<file path="config.mk">
export PLATFORM = sky130hd
export DESIGN_NAME = sorted_list_table
export DESIGN_NICKNAME = d
export VERILOG_FILES = /design/src/rtl/slt_pkg.sv /design/src/rtl/slt_ctrl.sv /design/src/rtl/slt_datapath.sv /design/src/rtl/sorted_list_table.sv
export SDC_FILE = /design/constraint.sdc
export NUM_CORES = 2
export LEC_CHECK = 0
export BUFFER_PORTS_ARGS = -buffer_cell sky130_fd_sc_hd__buf_2
export CAP_MARGIN = 20
export CORE_MARGIN = 2
export CORE_UTILIZATION = 40
export CTS_BUF_LIST = sky130_fd_sc_hd__clkbuf_4 sky130_fd_sc_hd__clkbuf_8
export DETAILED_ROUTE_END_ITERATION = 8
export GPL_TIMING_DRIVEN = 0
export REMOVE_ABC_BUFFERS = 1
export SLEW_MARGIN = 10
export SYNTH_ARGS = -nofsm -noshare
export SYNTH_HDL_FRONTEND = slang
export SYNTH_HIERARCHICAL = 1
export SYNTH_SLANG_ARGS = --single-unit
</file>
<file path="constraint.sdc">
create_clock -name i_clk -period 9.04 [get_ports i_clk]
set_input_delay 1.808 -clock i_clk [delete_from_list [all_inputs] [get_ports i_clk]]
set_output_delay 1.808 -clock i_clk [all_outputs]
set_load 0.005 [all_outputs]
</file>
<file path="src/rtl/slt_pkg.sv">
// Package for the sorted list table: capacity, widths, operation and status
// codes, and the request, result and controller interface structs.
// No dependencies; every other file in the project refers to it.
package slt_pkg;

    localparam int CAPACITY = 16;
    localparam int CNT_W    = $clog2(CAPACITY + 1);
    localparam int IDX_W    = $clog2(CAPACITY);
    localparam int VALUE_W  = 32;
    localparam int POS_W    = 8;
    localparam int OUT_CNT_W = 5;

    localparam logic [1:0] OP_INSERT   = 2'd0;
    localparam logic [1:0] OP_DELETE   = 2'd1;
    localparam logic [1:0] OP_DUMP_FWD = 2'd2;
    localparam logic [1:0] OP_DUMP_BWD = 2'd3;

    localparam logic [1:0] ST_OK    = 2'd0;
    localparam logic [1:0] ST_FULL  = 2'd1;
    localparam logic [1:0] ST_RANGE = 2'd2;
    localparam logic [1:0] ST_EMPTY = 2'd3;

    typedef struct packed {
        logic [1:0]                 operation;
        logic signed [VALUE_W-1:0]  value;
        logic [POS_W-1:0]           position;
    } t_request;

    typedef struct packed {
        logic signed [VALUE_W-1:0]  item_value;
        logic [1:0]                 status;
        logic [OUT_CNT_W-1:0]       entry_count;
        logic                       last_of_run;
    } t_result;

    // Commands from the controller to the datapath.
    typedef struct packed {
        logic load;       // capture the request
        logic exec;       // carry out insert/delete, or start a dump
        logic dump_step;  // emit one entry of a dump
    } t_cmd;

    // Status from the datapath to the controller.
    typedef struct packed {
        logic is_dump;
        logic is_empty;
        logic dump_last;
    } t_stat;

endpackage

</file>
<file path="src/rtl/slt_ctrl.sv">
// Controller state machine of the sorted list table.
// Depends on slt_pkg for the command and status structs.
module slt_ctrl (
    input  logic           i_clk,
    input  logic           i_rst_n,
    input  logic           i_start,
    input  slt_pkg::t_stat i_stat,
    output slt_pkg::t_cmd  o_cmd,
    output logic           o_busy
);

    localparam logic [1:0] S_IDLE = 2'd0;
    localparam logic [1:0] S_EXEC = 2'd1;
    localparam logic [1:0] S_DUMP = 2'd2;

    logic [1:0] r_state;
    logic [1:0] n_state;

    always_ff @(posedge i_clk) begin
        if (!i_rst_n) begin
            r_state <= S_IDLE;
        end else begin
            r_state <= n_state;
        end
    end

    always_comb begin
        n_state = r_state;
        o_cmd   = '0;
        case (r_state)
            S_IDLE: begin
                if (i_start) begin
                    o_cmd.load = 1'b1;
                    n_state    = S_EXEC;
                end
            end
            S_EXEC: begin
                o_cmd.exec = 1'b1;
                if (i_stat.is_dump && !i_stat.is_empty) begin
                    n_state = S_DUMP;
                end else begin
                    n_state = S_IDLE;
                end
            end
            S_DUMP: begin
                o_cmd.dump_step = 1'b1;
                if (i_stat.dump_last) begin
                    n_state = S_IDLE;
                end
            end
            default: begin
                n_state = S_IDLE;
            end
        endcase
    end

    assign o_busy = (r_state != S_IDLE);

endmodule

</file>
<file path="src/rtl/slt_datapath.sv">
// Datapath of the sorted list table: the row of entry cells, the entry
// count, the dump index and the registered result. Depends on slt_pkg.
module slt_datapath (
    input  logic              i_clk,
    input  logic              i_rst_n,
    input  slt_pkg::t_request i_req,
    input  slt_pkg::t_cmd     i_cmd,
    output slt_pkg::t_stat    o_stat,
    output slt_pkg::t_result  o_result,
    output logic              o_valid
);

    logic signed [slt_pkg::VALUE_W-1:0] r_entries [slt_pkg::CAPACITY];
    logic signed [slt_pkg::VALUE_W-1:0] n_entries [slt_pkg::CAPACITY];
    logic [slt_pkg::CNT_W-1:0]          r_count;
    logic [slt_pkg::CNT_W-1:0]          n_count;
    logic [slt_pkg::IDX_W-1:0]          r_idx;
    logic [slt_pkg::IDX_W-1:0]          n_idx;
    slt_pkg::t_request                  r_req;
    slt_pkg::t_result                   r_result;
    slt_pkg::t_result                   n_result;
    logic                               r_valid;
    logic                               n_valid;

    logic [slt_pkg::CAPACITY-1:0]       le;
    logic                               is_full;
    logic                               pos_ok;
    logic                               dump_last;
    logic [slt_pkg::IDX_W-1:0]          rd_addr;

    // Cells holding a value not above the new one; a prefix, as the row is sorted.
    always_comb begin
        for (int i = 0; i < slt_pkg::CAPACITY; i++) begin
            le[i] = (slt_pkg::CNT_W'(i) < r_count) && (r_entries[i] <= r_req.value);
        end
    end

    assign is_full   = (r_count >= slt_pkg::CNT_W'(slt_pkg::CAPACITY));
    assign pos_ok    = (r_req.position != '0) &&
                       (r_req.position <= slt_pkg::POS_W'(r_count));
    assign dump_last = (slt_pkg::CNT_W'(r_idx) == (r_count - slt_pkg::CNT_W'(1)));
    assign rd_addr   = (r_req.operation == slt_pkg::OP_DUMP_FWD) ? r_idx :
                       slt_pkg::IDX_W'(r_count - slt_pkg::CNT_W'(1) - slt_pkg::CNT_W'(r_idx));

    always_comb begin
        n_entries = r_entries;
        n_count   = r_count;
        n_idx     = r_idx;
        n_valid   = 1'b0;
        n_result  = r_result;

        if (i_cmd.exec) begin
            n_result.item_value  = '0;
            n_result.last_of_run = 1'b1;
            n_result.status      = slt_pkg::ST_OK;
            n_idx                = '0;
            case (r_req.operation)
                slt_pkg::OP_INSERT: begin
                    n_valid = 1'b1;
                    if (is_full) begin
                        n_result.status = slt_pkg::ST_FULL;
                    end else begin
                        // Each cell keeps its value, takes the new one, or
                        // takes its lower neighbour's, all in one step.
                        for (int i = 0; i < slt_pkg::CAPACITY; i++) begin
                            if (le[i]) begin
                                n_entries[i] = r_entries[i];
                            end else if (i == 0) begin
                                n_entries[i] = r_req.value;
                            end else if (le[(i == 0) ? 0 : i - 1]) begin
                                n_entries[i] = r_req.value;
                            end else begin
                                n_entries[i] = r_entries[(i == 0) ? 0 : i - 1];
                            end
                        end
                        n_count = r_count + slt_pkg::CNT_W'(1);
                    end
                end
                slt_pkg::OP_DELETE: begin
                    n_valid = 1'b1;
                    if (!pos_ok) begin
                        n_result.status = slt_pkg::ST_RANGE;
                    end else begin
                        // Cells at or above the deleted one take their upper neighbour.
                        for (int i = 0; i < slt_pkg::CAPACITY - 1; i++) begin
                            if (slt_pkg::POS_W'(i + 1) >= r_req.position) begin
                                n_entries[i] = r_entries[i + 1];
                            end
                        end
                        n_count = r_count - slt_pkg::CNT_W'(1);
                    end
                end
                default: begin
                    if (r_count == '0) begin
                        n_valid         = 1'b1;
                        n_result.status = slt_pkg::ST_EMPTY;
                    end
                end
            endcase
            n_result.entry_count = slt_pkg::OUT_CNT_W'(n_count);
        end else if (i_cmd.dump_step) begin
            n_valid              = 1'b1;
            n_result.item_value  = r_entries[rd_addr];
            n_result.status      = slt_pkg::ST_OK;
            n_result.entry_count = slt_pkg::OUT_CNT_W'(r_count);
            n_result.last_of_run = dump_last;
            n_idx                = r_idx + slt_pkg::IDX_W'(1);
        end
    end

    always_ff @(posedge i_clk) begin
        if (!i_rst_n) begin
            r_count <= '0;
            r_valid <= 1'b0;
            r_idx   <= '0;
        end else begin
            r_count <= n_count;
            r_valid <= n_valid;
            r_idx   <= n_idx;
        end
    end

    always_ff @(posedge i_clk) begin
        r_entries <= n_entries;
        r_result  <= n_result;
        if (i_cmd.load) begin
            r_req <= i_req;
        end
    end

    assign o_stat.is_dump   = (r_req.operation == slt_pkg::OP_DUMP_FWD) ||
                              (r_req.operation == slt_pkg::OP_DUMP_BWD);
    assign o_stat.is_empty  = (r_count == '0);
    assign o_stat.dump_last = dump_last;
    assign o_result         = r_result;
    assign o_valid          = r_valid;

endmodule

</file>
<file path="src/rtl/sorted_list_table.sv">
// Sorted list table top level: a request is taken when start is high and busy low.
// Insert and delete: the request is registered, carried out in the exec state, and one result
// is registered from that. Dump of n entries: busy through the exec state and n dump steps,
// one result per entry read from the cell row on consecutive cycles; an empty dump gives one.
// Results are strobed for one cycle and cannot be held off. Synchronous active-low
// reset empties the table. Depends on slt_pkg, slt_ctrl and slt_datapath.
module sorted_list_table (
    input  logic              i_clk,
    input  logic              i_rst_n,
    input  logic              start,
    input  slt_pkg::t_request i_req,
    output logic              busy,
    output logic              o_valid,
    output slt_pkg::t_result  o_result
);

    slt_pkg::t_cmd  cmd;
    slt_pkg::t_stat stat;

    slt_ctrl u_ctrl (
        .i_clk   (i_clk),
        .i_rst_n (i_rst_n),
        .i_start (start),
        .i_stat  (stat),
        .o_cmd   (cmd),
        .o_busy  (busy)
    );

    slt_datapath u_datapath (
        .i_clk    (i_clk),
        .i_rst_n  (i_rst_n),
        .i_req    (i_req),
        .i_cmd    (cmd),
        .o_stat   (stat),
        .o_result (o_result),
        .o_valid  (o_valid)
    );

endmodule
</file>
== Word-level counts from Yosys, hierarchy flattened ==
Index checks and enable logic that the tools add are counted.

* Word-level logic and storage cells: 245
* Bits in registers: 606
* Output and inout port bits: 42
* Input port bits: 45

* Equal/unequal tests: 40
* Reductions and logical operators: 46
* Muxes and demuxes: 74
* $lt $le $gt $ge: 50
* Add/sub/neg operators: 4
* Bitwise logic cells: 4

{| class="wikitable"
|+ Operators by type and width
! cell !! count
|-
| $mux 32 || 48
|-
| $pmux 480 s2 || 1
|-
| $le 32x32->1 || 16
|-
| $mux 512 || 1
|-
| $mux 480 || 1
|-
| $bmux 32 s4 || 1
|-
| $reduce_and 6->1 || 15
|-
| $ge 4x8->1 const A || 8
|-
| $lt 4x5->1 const A || 8
|-
| $ne 2x1->1 const B || 17
|-
| $ne 2x2->1 const B || 17
|-
| $ge 3x8->1 const A || 4
|-
| $lt 3x5->1 const A || 4
|-
| $logic_and 1x1->1 || 18
|-
| $ge 2x8->1 const A || 2
|-
| $mux 8 || 2
|-
| $ge 5x5->1 const B || 2
|-
| $lt 1x5->1 const A || 2
|-
| $lt 2x5->1 const A || 2
|-
| $mux 2 || 5
|-
| $mux 5 || 2
|-
| $pmux 5 s2 || 1
|-
| $mux 1 || 9
|-
| $ge 1x8->1 const A || 1
|-
| other kinds (22) || 31
|}

== Longest topological paths before layout ==
* Depth after elaboration: 7
* Mapped depth: 14
* Mapped depth without buffers: 12

== Cells and area by module ==
The synthesis kept the hierarchy.

{| class="wikitable"
|+ By module, submodules not included
! module !! area an instance (µm²) !! instances !! cells each !! sequential area each (µm²)
|-
| slt_datapath || 45274.7 || 1 || 4257 || 17707.0
|-
| slt_ctrl || 107.6 || 1 || 10 || 40.0
|}

== Worst setup path after synthesis ==
No wires, ideal clock.

* Kind: register -> register
* Start point: reg u_datapath/r_req[41] (netlist bit)
* End point: reg u_datapath/r_entries[192] (netlist bit), enable pin
* Setup slack: 2.109 ns
* Library setup time: 0.470 ns
* Arrival: 6.461 ns
* Path buffers: 1
* Data required time: 8.570 ns
* Cell stages (with the launch flop): 7
* Clock period less this slack: 6.931 ns
* Cell sequence: edfxtp_1 -> clkbuf_1 -> nand2b_1 -> nor3_1 -> a21oi_1 -> or2_2 -> a211oi_1

* Cells in the longest elaborated chain, start to end: 3
* Elaborated cells on any way between the ends: 8
* Those cells by class: 5 x eq/ne; 3 x reduce/logical

{| class="wikitable"
|+ Ends and longest elaborated chain
! what !! line !! text
|-
| from (decl) || slt_datapath.sv:19 || <nowiki>slt_pkg::t_request r_req;</nowiki>
|-
| from (signal assigned) || slt_datapath.sv:127 || <nowiki>r_req <= i_req;</nowiki>
|-
| $eq 2x1->1 or $logic_not 2->1 (tied branches) || slt_datapath.sv:57 || <nowiki>case (r_req.operation)</nowiki>
|-
| $ne 2x1->1 (no line), or another cell as far along || -- ||
|-
| $reduce_and 6->1 (no line) (*) || -- ||
|-
| to (signal assigned) || slt_datapath.sv:124 || <nowiki>r_entries <= n_entries;</nowiki>
|-
| to (decl) || slt_datapath.sv:13 || <nowiki>logic signed [slt_pkg::VALUE_W-1:0] r_entries [slt_pkg::CAPACITY];</nowiki>
|}

Every way passes the cells marked *; elsewhere a longest branch is shown, timed or not.
A chain may end at the register's enable or synchronous reset.

== Worst setup path in the final report ==
* Start point: reg u_datapath/r_req[23] (netlist bit)
* End point: reg u_datapath/r_entries[209] (netlist bit), enable pin

* Cells in the longest elaborated chain, start to end: 4

{| class="wikitable"
|+ Ends and longest elaborated chain
! what !! line !! text
|-
| $le 32x32->1 || slt_datapath.sv:34 || <nowiki>le[i] = (slt_pkg::CNT_W'(i) < r_count) && (r_entries[i] <= r_req.value);</nowiki>
|-
| $logic_and 1x1->1 || slt_datapath.sv:34 ||
|-
| $ne 2x2->1 (no line) || -- ||
|-
| $reduce_and 6->1 (no line) || -- ||
|}

No other way between the ends.

==> flow_metrics.env <==
export IMPL_status="completed"
export IMPL_globalplace_congestion=0.938
export IMPL_cts_sinks=606
export IMPL_setup_viol=0
export IMPL_cap_violations=0
export IMPL_powerDensity_nw_per_um2=145
export IMPL_hold_depth=2
export IMPL_area_growth_pct=13.1
export IMPL_clock_latency_ns=0.80
export IMPL_htree_levels=3
export IMPL_nets=4852
export IMPL_drc=0
export IMPL_grt_met1_usage_pct=38.8
export IMPL_grtUsageMet2_pct=37.3
export IMPL_first_pass_iters=6
export IMPL_routed_wl_um=155000
export IMPL_vias_per_cell=6.25
export IMPL_synth_seq_area_share_pct=39.1
export IMPL_synth_area_per_cell_um2=10.6
export IMPL_p_leak_uw=0.0214
export IMPL_period_share_pct=65.0
export IMPL_die_area_um2=116000
export IMPL_die_height_um=341
export IMPL_r2r_cells=12
export IMPL_worstSetupEndpointType="flip-flop"
export IMPL_fmax_mhz=170
export IMPL_ctsHoldBuffers=0
export IMPL_synth_cell_types=86
export IMPL_synth_cells=4267
export IMPL_boundaryPins=87
export IMPL_pre_cts_slack_ns=3.37
export IMPL_drive_gt1_share_pct=14.8
export IMPL_irDropWorstVdd_v=0.000109
export IMPL_synthArstFlopShare_pct=0
export IMPL_vias=36992
export IMPL_rsz0062_at_grt="no"
export IMPL_slew_headroom_pct=13.0
export IMPL_timing_reg2reg_setup_slack_ns=3.17
export IMPL_use_met3_pct=4.26
export IMPL_synthFlopType="edfxtp_1"
export IMPL_cts_root_buffer="clkbuf_8"
export IMPL_report_final_slew_viol_count=0
export IMPL_drt_iter0_markers=4191
export IMPL_crit_start="u_datapath/r_req[23]"
export IMPL_antenna_found_initial=5
export IMPL_cts_tree="done"
export IMPL_max_slew_worst_pin_slew_ns=1.29
export IMPL_cp_max_fo=18
export IMPL_dp_hpwl_um=115000
export IMPL_fin_crit_ns=5.87
export IMPL_fin_ws_ns=3.17
export IMPL_io_buffer_count=86
export IMPL_netlist_area_um2=45400
export IMPL_grt_ovfl_total=0
export IMPL_fp_coreArea_um2=112000
export IMPL_critPathRequiredTime_ns=9.53
export IMPL_initial_core_util_pct=40.3
export IMPL_yosysWarnings=6
export IMPL_cts_buffer_depth=3
export IMPL_grt_pass1_wl_um=232000
export IMPL_hold_violations=0
export IMPL_min_to="u_datapath/o_result[30]"
export IMPL_cp_arrival_ns=6.36
export IMPL_r2r_start="u_datapath/r_req[23]"
export IMPL_cts_resized=0
export IMPL_crit_type="flip-flop to flip-flop"
export IMPL_synth_edf_count=561
export IMPL_cts_made_buffers=112
export IMPL_route_detailed_wl_per_inst_um=26.2
export IMPL_num_rows=123
export IMPL_fin_skew_ns=0.0366
export IMPL_post_cts_buffers=0
export IMPL_ys_ff_latch=606
export IMPL_tns_ns=0
export IMPL_postRouteAntennaNets=0
export IMPL_hold_path_class="flip-flop to flip-flop"
export IMPL_cp_start_kind="flip-flop"
export IMPL_r2r_end="u_datapath/r_entries[209]"
export IMPL_die_x_um=341
export IMPL_grt_pass1_vias=35185
export IMPL_cts_clk_slew_worst_paths_ns=0.06
export IMPL_top_usage_layer="met1"
export IMPL_grtUsageTotal_pct=26.3
export IMPL_grt_max_degree=67
export IMPL_hp_start="u_datapath/o_result[30]"
[cells in the final DEF (no fill, tap or decap), types with 28 or more instances in the layout]
cell type,count
clkbuf_8,142
o21ai_0,162
buf_12,40
nor2_1,70
mux4_2,128
o31ai_1,283
o211ai_1,57
nand3_1,82
mux2i_1,441
buf_2,90
edfxtp_1,561
mux2_2,32
clkbuf_4,48
dfxtp_1,44
buf_16,41
a21oi_1,247
inv_1,75
nand2b_1,38
ha_1,492
nand2_1,753
nand4_1,123
o21ai_1,86
nor3_1,28
[power breakdown]
part | switching (uW) | internal [uW]
Clock | 1310 | 1670
Sequential | 109 | 3150
Combinational | 724 | 487
[worst max-delay path, stage by stage, from the launching register on]
cell and delay (ns):
edfxtp_1 0.75, inv_1 0.55, ha_1 0.48, nand4_1 0.19, nor3_1 0.56, nand2_1 0.15
o211ai_1 0.43, a211oi_1 0.20, nor2_4 0.79, buf_12 0.31, nor2_1 0.11, a211oi_4 0.75
buf_8 0.27
[cell families (layout without fill, tap and decap cells)]
kind of cell	after synthesis	in the layout	share of synthesized area, %
compound gates	1005	1005	14.2
xor+xnor	9	9	0.174
fa+ha+maj	493	493	13.6
buf+inv	364	511	4.31
flops	606	606	39.1
mux	601	601	16.9
other cells	0	1	0
simple gates	1189	1189	11.7
[sequential cells by signal (all words and copies together), names as in the netlist]
register,count
u_datapath/r_idx,4
u_datapath/r_entries,512
u_datapath/o_result,40
u_ctrl/r_state,2
u_datapath/r_count,5
u_datapath/r_req,42
u_datapath/o_valid,1
[synthesized netlist by cell type (10+ instances only)]
master    instances  share of area, %
nand2_1         754               6.2
edfxtp_1        561                37
ha_1            492                14
mux2i_1         441               9.7
o31ai_1         283               4.7
a21oi_1         252               2.8
clkbuf_1        167               1.4
o21ai_0         162               1.8
mux4_2          128               6.4
nand4_1         123               1.7
o21ai_1          86              0.95
nand3_1          83              0.92
inv_1            75              0.62
nor2_1           72              0.60
o211ai_1         57              0.94
buf_4            46              0.76
dfxtp_1          45               2.0
nand2b_1         38              0.52
nor3_1           33              0.36
mux2_2           32              0.79
a211oi_1         29              0.48
a21o_1           28              0.46
buf_2            26              0.29
buf_6            22              0.55
nor4_1           22              0.30
nor2b_1          20              0.28
clkbuf_8         14              0.42
o21a_1           11              0.18
a221oi_1         10              0.19
[how the worst max path moves through the flow]
stage / end / slack [ns] / cells after the start
after floorplan: u_datapath/r_entries[352] / -29.39 / 2
after global placement: u_datapath/r_entries[368] / -64.48 / 2
after detailed placement: u_datapath/r_entries[202] / 3.37 / 12
after CTS: u_datapath/r_entries[195] / 3.33 / 12
after global routing: u_datapath/r_entries[195] / 3.14 / 12
final: u_datapath/r_entries[209] / 3.17 / 12
[final cells by class]
cell class | count | area, um^2
sequential | 606 | 17800
clock buffer | 190 | 2310
multi-input combinational | 3297 | 26000
clock inverter | 24 | 189
fill | 10291 | 61200
antenna | 1 | 2.50
inverter | 76 | 285
tap | 1500 | 1880
timing repair buffer | 221 | 2940
[layer usage]
| metal | vias up | part of all wire, % |
|---|---|---|
| li1 | 16619 | - |
| met1 | 18297 | 44 |
| met2 | 1812 | 41 |
| met3 | 262 | 9.0 |
| met4 | 2 | 5.0 |
| met5 | - | 0.0077 |
[stage by stage]
stage / cell area [um^2] / cells / power, uW / hold WS (ns) / util [%]
after global placement: 46000 / 5565 / 4750 / 0.458 / 40.9
after CTS: 51300 / 5913 / 7480 / 0.468 / 45.6
final: 51300 / 5915 / 7440 / 0.466 / 45.6
after detailed placement: 48800 / 5699 / 4500 / 0.458 / 43.4
after global routing: 51300 / 5915 / 7710 / 0.492 / 45.6
after floorplan: 43700 / 3979 / 4220 / 0.467 / -
Power figures use the tool's default switching activity.
